[src/rtl/lru_buffer_list_defines.svh]
// ----------------------------------------------------------------------------
// lru_buffer_list_defines
// Assertion macros shared by the LRU buffer list RTL.
// ----------------------------------------------------------------------------
`ifndef LRU_BUFFER_LIST_DEFINES_SVH
`define LRU_BUFFER_LIST_DEFINES_SVH

// Same-cycle implication, disabled while reset is asserted.
`define LRUBL_ASSERT_NOW(lbl, clk, rst_n, ante, cons, msg) \
  lbl: assert property (@(posedge clk) disable iff (!(rst_n)) (ante) |-> (cons)) \
    else $error(msg);

// Next-cycle implication, disabled while reset is asserted.
`define LRUBL_ASSERT_NEXT(lbl, clk, rst_n, ante, cons, msg) \
  lbl: assert property (@(posedge clk) disable iff (!(rst_n)) (ante) |=> (cons)) \
    else $error(msg);

`endif

[src/rtl/lrubl_pkg.sv]
// ----------------------------------------------------------------------------
// lrubl_pkg
// Shared types and constants for the LRU buffer list.
// ----------------------------------------------------------------------------
package lrubl_pkg;

  localparam int unsigned CNT_W       = 7;   // buffer_count and slot fields
  localparam int unsigned STATUS_W    = 2;
  localparam int unsigned COUNT_RESET = 64;

  typedef enum logic [0:0] {
    OP_REBUILD = 1'b0,
    OP_TOUCH   = 1'b1
  } opcode_e;

  typedef enum logic [STATUS_W-1:0] {
    ST_OK      = 2'd0,
    ST_UNBUF   = 2'd1,
    ST_RANGE   = 2'd2,
    ST_CORRUPT = 2'd3
  } status_e;

  typedef enum logic [2:0] {
    S_SWEEP,
    S_IDLE,
    S_CHECK,
    S_WR_SELF,
    S_WR_MOST,
    S_DONE
  } state_e;

endpackage

[src/rtl/lru_buffer_list.sv]
// ----------------------------------------------------------------------------
// lru_buffer_list
// LRU order over buffer slots 1..N kept as a doubly linked list in two RAMs.
//
// Input stream (s_axis): one beat is a command; tuser picks rebuild or touch,
// tdata carries the slot. Output stream (m_axis): one result beat per command
// with status and the most and least recently used slots (least is the victim).
// Config channel (cfg): writes buffer_count; write only while idle.
// Touch: from accept to result the block reads both links of the slot,
// then makes three writes, since the newer-link RAM takes up to three updates
// through its single write port. Link corruption and no-op touches end after
// the link read. Bad slot index, unbuffered touch and empty rebuild go
// straight to the result. Rebuild: one RAM entry per cycle from entry 0 to N.
// After reset the block sweeps all MAX_SLOTS+1 entries to build the initial
// chain and accepts no command meanwhile.
// One command is in flight at a time. A finished result sits in the
// output register; while the receiver stalls, the next command is still
// accepted and runs up to its result, which then waits for the register.
// ----------------------------------------------------------------------------
`include "lru_buffer_list_defines.svh"

module lru_buffer_list
  import lrubl_pkg::*;
#(
  parameter int unsigned MAX_SLOTS = 64
) (
  input  logic             clk_i,
  input  logic             rst_ni,
  input  logic             cfg_valid_i,
  output logic             cfg_ready_o,
  input  logic [CNT_W-1:0] cfg_data_i,     // buffer_count
  input  logic             s_axis_tvalid,
  output logic             s_axis_tready,
  input  logic [7:0]       s_axis_tdata,   // [6:0] slot_index
  input  logic [0:0]       s_axis_tuser,   // [0] opcode
  output logic             m_axis_tvalid,
  input  logic             m_axis_tready,
  output logic [15:0]      m_axis_tdata    // [1:0] status, [8:2] most, [15:9] least
);

  localparam int unsigned DEPTH  = MAX_SLOTS + 1;
  localparam int unsigned SLOT_W = (DEPTH > 1) ? $clog2(DEPTH) : 1;
  localparam int unsigned CMP_W  = (SLOT_W > CNT_W) ? SLOT_W : CNT_W;
  localparam int unsigned RESET_N_I =
    (COUNT_RESET > MAX_SLOTS) ? MAX_SLOTS : COUNT_RESET;
  localparam logic [SLOT_W-1:0] RESET_N   = SLOT_W'(RESET_N_I);
  localparam logic [SLOT_W-1:0] LAST_SLOT = SLOT_W'(MAX_SLOTS);

  // Registers
  state_e            state_d, state_q;
  logic [CNT_W-1:0]  count_q;
  logic [SLOT_W-1:0] most_d, most_q, least_d, least_q;
  logic [SLOT_W-1:0] n_d, n_q;
  logic [SLOT_W-1:0] slot_d, slot_q;
  logic [SLOT_W-1:0] cnt_d, cnt_q;
  logic [SLOT_W-1:0] end_d, end_q;
  logic              boot_d, boot_q;
  status_e           status_d, status_q;
  logic              out_valid_d, out_valid_q;
  logic [15:0]       out_data_q;

  // Input decode
  opcode_e          in_op;
  logic [CNT_W-1:0] in_slot;
  logic             in_acc;
  logic             out_load;
  logic [CMP_W-1:0] eff_x, slot_x, cnt_x, n_x, nw_x, od_x;
  logic [SLOT_W-1:0] eff_n;

  // RAM ports
  logic              nw_we, od_we;
  logic [SLOT_W-1:0] nw_waddr, od_waddr, nw_wdata, od_wdata;
  logic              rd_en;
  logic [SLOT_W-1:0] rd_addr;
  logic [SLOT_W-1:0] nw_rdata, od_rdata;

  logic [CMP_W-1:0] most_x, least_x;

  assign in_op   = opcode_e'(s_axis_tuser);
  assign in_slot = s_axis_tdata[CNT_W-1:0];

  assign cfg_ready_o   = 1'b1;
  assign s_axis_tready = (state_q == S_IDLE);
  assign in_acc        = s_axis_tvalid && s_axis_tready;
  assign out_load      = (state_q == S_DONE) && (!out_valid_q || m_axis_tready);

  // Effective count: buffer_count saturated to MAX_SLOTS
  assign eff_x  = (CMP_W'(count_q) > CMP_W'(MAX_SLOTS)) ? CMP_W'(MAX_SLOTS)
                                                        : CMP_W'(count_q);
  assign eff_n  = eff_x[SLOT_W-1:0];
  assign slot_x = CMP_W'(in_slot);
  assign cnt_x  = CMP_W'(cnt_q);
  assign n_x    = CMP_W'(n_q);
  assign nw_x   = CMP_W'(nw_rdata);
  assign od_x   = CMP_W'(od_rdata);

  assign rd_en   = in_acc;
  assign rd_addr = slot_x[SLOT_W-1:0];

  lrubl_ram #(.DEPTH(DEPTH), .ADDR_W(SLOT_W), .DATA_W(SLOT_W)) u_newer_ram (
    .clk_i   (clk_i),
    .we_i    (nw_we),
    .waddr_i (nw_waddr),
    .wdata_i (nw_wdata),
    .re_i    (rd_en),
    .raddr_i (rd_addr),
    .rdata_o (nw_rdata)
  );

  lrubl_ram #(.DEPTH(DEPTH), .ADDR_W(SLOT_W), .DATA_W(SLOT_W)) u_older_ram (
    .clk_i   (clk_i),
    .we_i    (od_we),
    .waddr_i (od_waddr),
    .wdata_i (od_wdata),
    .re_i    (rd_en),
    .raddr_i (rd_addr),
    .rdata_o (od_rdata)
  );

  // Next state
  always_comb begin
    state_d = state_q;
    case (state_q)
      S_SWEEP: begin
        if (cnt_q == end_q) begin
          state_d = boot_q ? S_IDLE : S_DONE;
        end
      end
      S_IDLE: begin
        if (in_acc) begin
          if (in_op == OP_REBUILD) begin
            state_d = (eff_n == '0) ? S_DONE : S_SWEEP;
          end else if (eff_n == '0 || slot_x == '0 || slot_x > eff_x) begin
            state_d = S_DONE;
          end else begin
            state_d = S_CHECK;
          end
        end
      end
      S_CHECK: begin
        if (nw_x > n_x || od_x > n_x || nw_rdata == '0) begin
          state_d = S_DONE;
        end else begin
          state_d = S_WR_SELF;
        end
      end
      S_WR_SELF: state_d = S_WR_MOST;
      S_WR_MOST: state_d = S_DONE;
      S_DONE: begin
        if (out_load) begin
          state_d = S_IDLE;
        end
      end
      default: state_d = S_IDLE;
    endcase
  end

  // Datapath and RAM writes
  always_comb begin
    most_d   = most_q;
    least_d  = least_q;
    n_d      = n_q;
    slot_d   = slot_q;
    cnt_d    = cnt_q;
    end_d    = end_q;
    boot_d   = boot_q;
    status_d = status_q;
    nw_we    = 1'b0;
    od_we    = 1'b0;
    nw_waddr = cnt_q;
    od_waddr = cnt_q;
    nw_wdata = '0;
    od_wdata = '0;
    case (state_q)
      S_SWEEP: begin
        // Chain 1..n; entry 0 and entries above n get no link
        nw_we = 1'b1;
        od_we = 1'b1;
        if (cnt_x >= CMP_W'(1) && cnt_x < n_x) begin
          nw_wdata = cnt_q + SLOT_W'(1);
        end
        if (cnt_x >= CMP_W'(2) && cnt_x <= n_x) begin
          od_wdata = cnt_q - SLOT_W'(1);
        end
        cnt_d = cnt_q + SLOT_W'(cnt_q != end_q);
        if (cnt_q == end_q) begin
          boot_d = 1'b0;
          if (!boot_q) begin
            most_d   = n_q;
            least_d  = SLOT_W'(1);
            status_d = ST_OK;
          end
        end
      end
      S_IDLE: begin
        if (in_acc) begin
          n_d    = eff_n;
          slot_d = slot_x[SLOT_W-1:0];
          cnt_d  = '0;
          end_d  = eff_n;
          status_d = ST_OK;
          if (in_op == OP_REBUILD) begin
            most_d  = '0;
            least_d = '0;
          end else if (eff_n == '0) begin
            status_d = ST_UNBUF;
          end else if (slot_x == '0 || slot_x > eff_x) begin
            status_d = ST_RANGE;
          end
        end
      end
      S_CHECK: begin
        if (nw_x > n_x || od_x > n_x) begin
          status_d = ST_CORRUPT;
        end else if (nw_rdata != '0) begin
          // Unlink: older[nw] = od, newer[od] = nw or move the least end
          od_we    = 1'b1;
          od_waddr = nw_rdata;
          od_wdata = od_rdata;
          if (od_rdata != '0) begin
            nw_we    = 1'b1;
            nw_waddr = od_rdata;
            nw_wdata = nw_rdata;
          end else begin
            least_d = nw_rdata;
          end
        end
      end
      S_WR_SELF: begin
        nw_we    = 1'b1;
        nw_waddr = slot_q;
        nw_wdata = '0;
        od_we    = 1'b1;
        od_waddr = slot_q;
        od_wdata = most_q;
      end
      S_WR_MOST: begin
        // Stale zero pointer lands on the unused entry 0
        nw_we    = 1'b1;
        nw_waddr = most_q;
        nw_wdata = slot_q;
        most_d   = slot_q;
      end
      S_DONE: begin
      end
      default: begin
      end
    endcase
  end

  assign most_x  = CMP_W'(most_q);
  assign least_x = CMP_W'(least_q);

  assign out_valid_d = out_load || (out_valid_q && !m_axis_tready);

  always_ff @(posedge clk_i or negedge rst_ni) begin
    if (!rst_ni) begin
      state_q     <= S_SWEEP;
      count_q     <= CNT_W'(COUNT_RESET);
      most_q      <= RESET_N;
      least_q     <= SLOT_W'(1);
      n_q         <= RESET_N;
      cnt_q       <= '0;
      end_q       <= LAST_SLOT;
      boot_q      <= 1'b1;
      out_valid_q <= 1'b0;
    end else begin
      state_q     <= state_d;
      most_q      <= most_d;
      least_q     <= least_d;
      n_q         <= n_d;
      cnt_q       <= cnt_d;
      end_q       <= end_d;
      boot_q      <= boot_d;
      out_valid_q <= out_valid_d;
      if (cfg_valid_i && cfg_ready_o) begin
        count_q <= cfg_data_i;
      end
    end
  end

  always_ff @(posedge clk_i) begin
    slot_q   <= slot_d;
    status_q <= status_d;
    if (out_load) begin
      out_data_q <= {least_x[CNT_W-1:0], most_x[CNT_W-1:0], status_q};
    end
  end

  assign m_axis_tvalid = out_valid_q;
  assign m_axis_tdata  = out_data_q;

  `LRUBL_ASSERT_NEXT(a_accept_leaves_idle, clk_i, rst_ni, in_acc,
    state_q != S_IDLE, "command accepted but control stayed idle")
  `LRUBL_ASSERT_NOW(a_check_slot_in_range, clk_i, rst_ni, state_q == S_CHECK,
    slot_q != '0 && slot_q <= n_q, "link check on a slot outside 1..N")
  `LRUBL_ASSERT_NOW(a_sweep_bound, clk_i, rst_ni, state_q == S_SWEEP,
    cnt_q <= end_q && end_q <= LAST_SLOT, "sweep counter past its end")
  `LRUBL_ASSERT_NOW(a_result_from_done, clk_i, rst_ni, $rose(out_valid_q),
    $past(state_q) == S_DONE, "result beat raised outside the done step")

endmodule

[src/rtl/lrubl_ram.sv]
// ----------------------------------------------------------------------------
// lrubl_ram
// Single write port, single read port RAM with registered read data.
// ----------------------------------------------------------------------------
module lrubl_ram #(
  parameter int unsigned DEPTH  = 65,
  parameter int unsigned ADDR_W = 7,
  parameter int unsigned DATA_W = 7
) (
  input  logic              clk_i,
  input  logic              we_i,
  input  logic [ADDR_W-1:0] waddr_i,
  input  logic [DATA_W-1:0] wdata_i,
  input  logic              re_i,
  input  logic [ADDR_W-1:0] raddr_i,
  output logic [DATA_W-1:0] rdata_o
);

  logic [DATA_W-1:0] mem [DEPTH];
  logic [DATA_W-1:0] rdata_q;

  always_ff @(posedge clk_i) begin
    if (we_i) begin
      mem[waddr_i] <= wdata_i;
    end
  end

  always_ff @(posedge clk_i) begin
    if (re_i) begin
      rdata_q <= mem[raddr_i];
    end
  end

  assign rdata_o = rdata_q;

endmodule
[config.mk]
export PLATFORM = sky130hd
export DESIGN_NAME = lru_buffer_list
export DESIGN_NICKNAME = d
export VERILOG_FILES = /design/src/rtl/lrubl_pkg.sv /design/src/rtl/lru_buffer_list.sv /design/src/rtl/lrubl_ram.sv
export VERILOG_INCLUDE_DIRS = /design/src /design/src/rtl
export SDC_FILE = /design/constraint.sdc
export NUM_CORES = 1
export LEC_CHECK = 0
export BUFFER_PORTS_ARGS = -buffer_cell sky130_fd_sc_hd__buf_2
export CAP_MARGIN = 5
export CORE_UTILIZATION = 57
export DETAILED_ROUTE_END_ITERATION = 7
export PLACE_DENSITY = 0.78
export RECOVER_POWER = 25
export SKIP_LAST_GASP = 1
export SLEW_MARGIN = 20
export SYNTH_ARGS = -nofsm -noshare
export SYNTH_HDL_FRONTEND = slang
export SYNTH_SLANG_ARGS = --single-unit
[constraint.sdc]
create_clock -name clk_i -period 5.6 [get_ports clk_i]
set_clock_uncertainty 0.05 [all_clocks]
set_input_delay 0 -clock clk_i [delete_from_list [all_inputs] [get_ports clk_i]]
set_output_delay 0 -clock clk_i [all_outputs]
set_load 0.03 [all_outputs]
# == Yosys cells after proc, flatten, opt, wreduce, memory -nomap -nowiden ==
# Memory sizes are Yosys's and may differ from the RTL's. A register that Yosys moved wholly into a read port is not among the register bits.
# Cells that the tools add are included.
# word_totals
reg_bits,65
mem_bits_rw,910
output_inout_bits,19
word_cells,130
mem_count,2
# classes
add_sub_neg,3
magnitude_cmp,8
eq_ne,16
mux,58
n_reduce_logical,32
# memory_table
memory,depth,word_bits,read_ports,rd_ports_with_merged_regs,wr,line_no,rtl
u_newer_ram.mem,65,7,1,1,1,lrubl_ram.sv:19,logic [DATA_W-1:0] mem [DEPTH];
u_older_ram.mem,65,7,1,1,1,lrubl_ram.sv:19,
# ops
operator,count
two-way mux 7 bit,23
one-hot mux 7 bit (3 select lines),5
one-hot mux 7 bit (2 select lines),2
two-way mux 3 bit,8
greater-than comparator 7 bit,3
zero test 7 bit,3
one-hot mux 3 bit (6 select lines),1
!= test 2 bit (second input constant),8
two-way mux 2 bit,7
nonzero test 7 bit,2
AND reduction 5 bit,2
two-way mux 1 bit,9
AND reduction 8 bit,1
adder 7 x 1 -> 7 bit,1
adder 7 x 1 -> 7 bit (second input constant),1
== test 7 bit,1
greater-or-equal comparator 7 x 1 -> 1 bit (second input constant),1
greater-or-equal comparator 7 x 2 -> 1 bit (second input constant),1
greater-than comparator 7 bit (second input constant),1
less-or-equal comparator 7 bit,1
logical OR 1 bit,7
< comparator 7 bit,1
!= test 7 bit,1
subtractor 7 x 1 -> 7 bit (second input constant),1
other kinds (15),26

# == Depth between registers and ports, before layout ==
# logic_depth
depth_word,9
depth_mapped,13
depth_no_buf,10

# == Modules after synthesis ==
# Synthesis repeated with hierarchy kept, for this count alone.
# unflattened
cells_unflattened,2121
hier_area_um2,40471.3
# modules_own_cells
module,instances,cells_each,area_per_inst_um2
lrubl_ram,2,818,18044.8
lru_buffer_list,1,485,4381.7

# == Least setup slack after synthesis ==
# No wires, ideal clock.
# synth_timing
path_type,register to register
startpoint,register cnt_q[0]
endpoint,"memory u_older_ram.mem[0][2], data pin"
arrival_time_ps,4543
required_ps,4841
slack_ps,298
path_stages_with_launch,11
path_buffers,1
period_less_slack_ps,5302
path_cell_list,dfrtp_1 -> clkbuf_1 -> inv_1 -> ha_1 -> nor2b_1 -> o21a_1 -> o21a_1 -> o21a_1 -> o311ai_0 -> nand3_1 -> o21ai_0
# synth_via
elab_chain_len,4
elab_cells_between_ends,6
classes_between,add/sub: 1; order compare: 2; mux: 2; reduce/logical: 1
# synth_rtl
item,line_no,rtl
"start, declared",lru_buffer_list.sv:55,"logic [SLOT_W-1:0] cnt_d, cnt_q;"
"start signal, assigned",lru_buffer_list.sv:272,cnt_q <= cnt_d;
greater-or-equal comparator 7 x 2 -> 1 bit / less-or-equal comparator 7 bit (equally long branches),lru_buffer_list.sv:182,if (cnt_x >= CMP_W'(2) && cnt_x <= n_x) begin
logical AND 1 bit,lru_buffer_list.sv:182,
two-way mux 7 bit *,lru_buffer_list.sv:182,
one-hot mux 7 bit (3 select lines) *,lru_buffer_list.sv:174,case (state_q)
named net od_wdata[2],lru_buffer_list.sv:72,"logic [SLOT_W-1:0] nw_waddr, od_waddr, nw_wdata, od_wdata;"
"end, declared",lrubl_ram.sv:19,
# The timed path passes the listed nets; every way through them passes the cells marked *.

==> reports/qor.yml <==
clk_pin_slew_ps: 60
crit_required_ps: 5930
grt_usage_pct: 28.4
holdWs_ps: 202
post-route-period-util_pct: 95.1
drc_errors: 0
power.clock.fraction_pct: 42.4
grt_setup_unrepaired: "false"
p_comb_share_pct: 2.9
ctsLongestPathBuffers: 3
synth_cell_types: 67
irDropWorstVdd_mv: 0.268
critPathMaxFanout: 107
intPower_mw: 11.6
crit_arrival_ps: 5660
routedWlPerCell_um: 31.3
row_count: 96
end_kind: "register"
fin_tns_setup_ps: 0
crit_chain: "dlygate4sd3_1, clkbuf_2, buf_2, mux4_2, mux4_2, mux4_2, mux2_2"
chipHeight_um: 268
yosys.area_share.simple_pct: 4.11
cts_root_buffer: "clkbuf_16"
yosys-top-cells-area: "edfxtp_1, mux4_2, dfrtp_1, nor2_1, ha_1"
synth-adder-area-share_pct: 1.06
tightestPinTransition_ps: 4150
synth_edf_count: 949
routed_wl_um: 98700
yosys-mux-area-fraction_pct: 17.0
fillers: 4364
seq_power_share_pct: 54.7
final_common_cell: "edfxtp_1"
yosysTopAreaCellShare_pct: 70.9
violations: "capacitance limit, slew limit"
port_buffers: 37
vias: 21500
clock-sinks: 989
fin_nets: 2198
drtIter0Drc: 3239
synth_top_family_by_area: "multiplexers"
cts_max_level: 3
layout-drive-gt1-share_pct: 26.3
synth_warnings: 0
p_per_area_mw_per_mm2: 323
critPathKind: "in2reg"
slew_viol_final: 486
synth_xor_xnor_area_share_pct: 0.349
dieArea_mm2: 0.0716
synth_cells: 1989
dp_hpwl_um: 57200
p_switching_mw: 2.96
cp_common_cell: "mux4_2"
antenna_found_initial: 2
crit_family: "buffers and inverters"
multiInputGateArea_mm2: 0.0102
coreArea_mm2: 0.0692
cts_repair_resize_count: 0
status: "complete, but fails checks"
synth_ff_type: "edfxtp_1"
yosysSeqAreaShare_pct: 73.4
synth_async_sr_flop_share_pct: 4.04
synth_compound_area_share_pct: 2.71
start_util_pct: 58.1
hold_viol: 0
vias_per_cell: 6.81
synth.avg_cell_area_um2: 20.2
power.leakage_nw: 13.7
max_slew_margin_pct: -177
area_growth_pct: 12.3
gp_congestion: 0.953
io_pins: 40
syn_nets: 2044
grt-ovfl-total: 0
grt_max_degree: 108
mostFrequentLayoutCells: "edfxtp_1, mux4_2, nor2_1"
rrSetupSlack_ps: 410
ys_ff_latch: 989
antenna_left: 0
fmax_mhz: 188
setup_viol: 0
ff_latch_area_mm2: 0.0295
hold_path.class: "in2reg"
critPathMaxStageDelay_ps: 2320
switching_share_pct: 20.3
grt_pass1_wl_um: 145000
grt_pass1_vias: 21800
cap_violations: 11
die_x_um: 268
critPathLaunchType: "input pin"
cts_made_buffers: 91
cp_num_buf_inv: 3
cts_tree: "built"
post-route-min-period_ps: 5320
worstSkewPairLatency_ps: 650
slowest_stage: "clkbuf_2"
synth_area_mm2: 0.0402
yosys.area.top_type: "edfxtp_1"
first_pass_iters: 6
==> cells in the mapped netlist (5+ instances only) <==
master,count
xnor2_1,6
o221ai_1,7
mux4_2,290
a21oi_1,28
dfrtp_1,35
nor2_1,126
a22oi_1,6
o211a_1,5
edfxtp_1,949
nor2b_1,11
a22o_1,7
o22a_1,5
buf_2,26
o21ai_0,24
o21a_1,6
xor2_1,10
nand2b_1,5
a31oi_1,12
o22ai_1,6
nor4_1,9
nand2_1,69
mux2_2,26
o31ai_1,5
nand3_1,28
nand4_1,22
nor3_1,45
or3_1,5
inv_1,20
clkbuf_1,61
buf_1,17
dfstp_2,5
ha_1,34
o211ai_1,15
==> worst paths after layout <==
kind | to | cells after the start | start
setup / recovery | u_older_ram.rdata_o[3] | 7 | s_axis_tdata[1]
hold / removal | m_axis_tvalid | 4 | m_axis_tready
setup reg to reg | u_newer_ram.mem[52][1] | 9 | end_q[6]
hold reg to reg | m_axis_tdata[1] | 0 | status_q[1]
max in group asynchronous | count_q[1] | 4 | rst_ni
min in group asynchronous | boot_q | 3 | rst_ni
==> layout make-up <==
cell class,instances,area share (%)
flip-flops and latches,989,65.4
multi-input cells,872,22.6
clock buffers,105,5.35
repair buffers,169,2.69
well taps,931,2.58
clock inverters,66,1.26
inverters,20,0.166
diodes,2,0.0111
==> through the flow <==
stage               std cells  worst slack (ps)  total power, mW  util, %  area [um2]
finish                   3154               275             14.6     65.2       45100
detailed placement       2954               772             8.53     60.7       42000
global placement         2954               938             8.53     60.7       42000
CTS                      3152               629             14.6     65.4       45300
floorplan                1989               298             8.43        -       40200
global route             3152               136             14.9     65.2       45100
==> what timing repair did <==
item	4_1_cts	5_1_grt
setup endpoints to repair	0	0
hold endpoints to repair	82	0
setup buffers	0	0
hold buffers	27	0
==> metal layers <==
metal	up-vias	track usage, %	wire, um
met1	11200	39.3	36800
met2	1400	46.1	49200
met3	214	4.92	9550
met5	-	0	29
met4	4	9.68	3090
li1	8631	-	-
==> worst min-delay path, delay by kind of cell <==
kind / cells / cell delay (ps)
and+or+nand+nor: 2 / 230
buffers and inverters: 2 / 610
==> sequential cells by signal, indices dropped and copies added (netlist names) <==
name                 count
count_q                  7
u_newer_ram.mem        455
u_older_ram.mem        455
boot_q                   1
m_axis_tdata            16
end_q                    7
u_newer_ram.rdata_o      7
least_q                  7
slot_q                   7
status_q                 2
state_q                  3
most_q                   7
cnt_q                    7
u_older_ram.rdata_o      7
m_axis_tvalid            1
==> power groups by stage <==
| stage | sequential [mW] | clock, mW | combinational (mW) |
|---|---|---|---|
| floorplan | 8.15 | 0 | 0.279 |
| global placement | 8.15 | 0 | 0.377 |
| detailed placement | 8.15 | 0 | 0.384 |
| CTS | 7.99 | 6.23 | 0.410 |
| global route | 7.99 | 6.50 | 0.443 |
| finish | 7.99 | 6.19 | 0.421 |
==> cell families (layout without fill, tap and decap cells) <==
kind of cell | count (synthesis) | in the layout
other | 1 | 3
AND/OR/NAND/NOR | 349 | 349
buffers and inverters | 128 | 360
multiplexers | 317 | 317
flip-flops | 989 | 989
adder cells (fa/ha/maj) | 34 | 34
XOR/XNOR | 16 | 16
AO/OA/AOI/OAI | 155 | 155
Note: power is estimated with default switching activity, not from simulation.
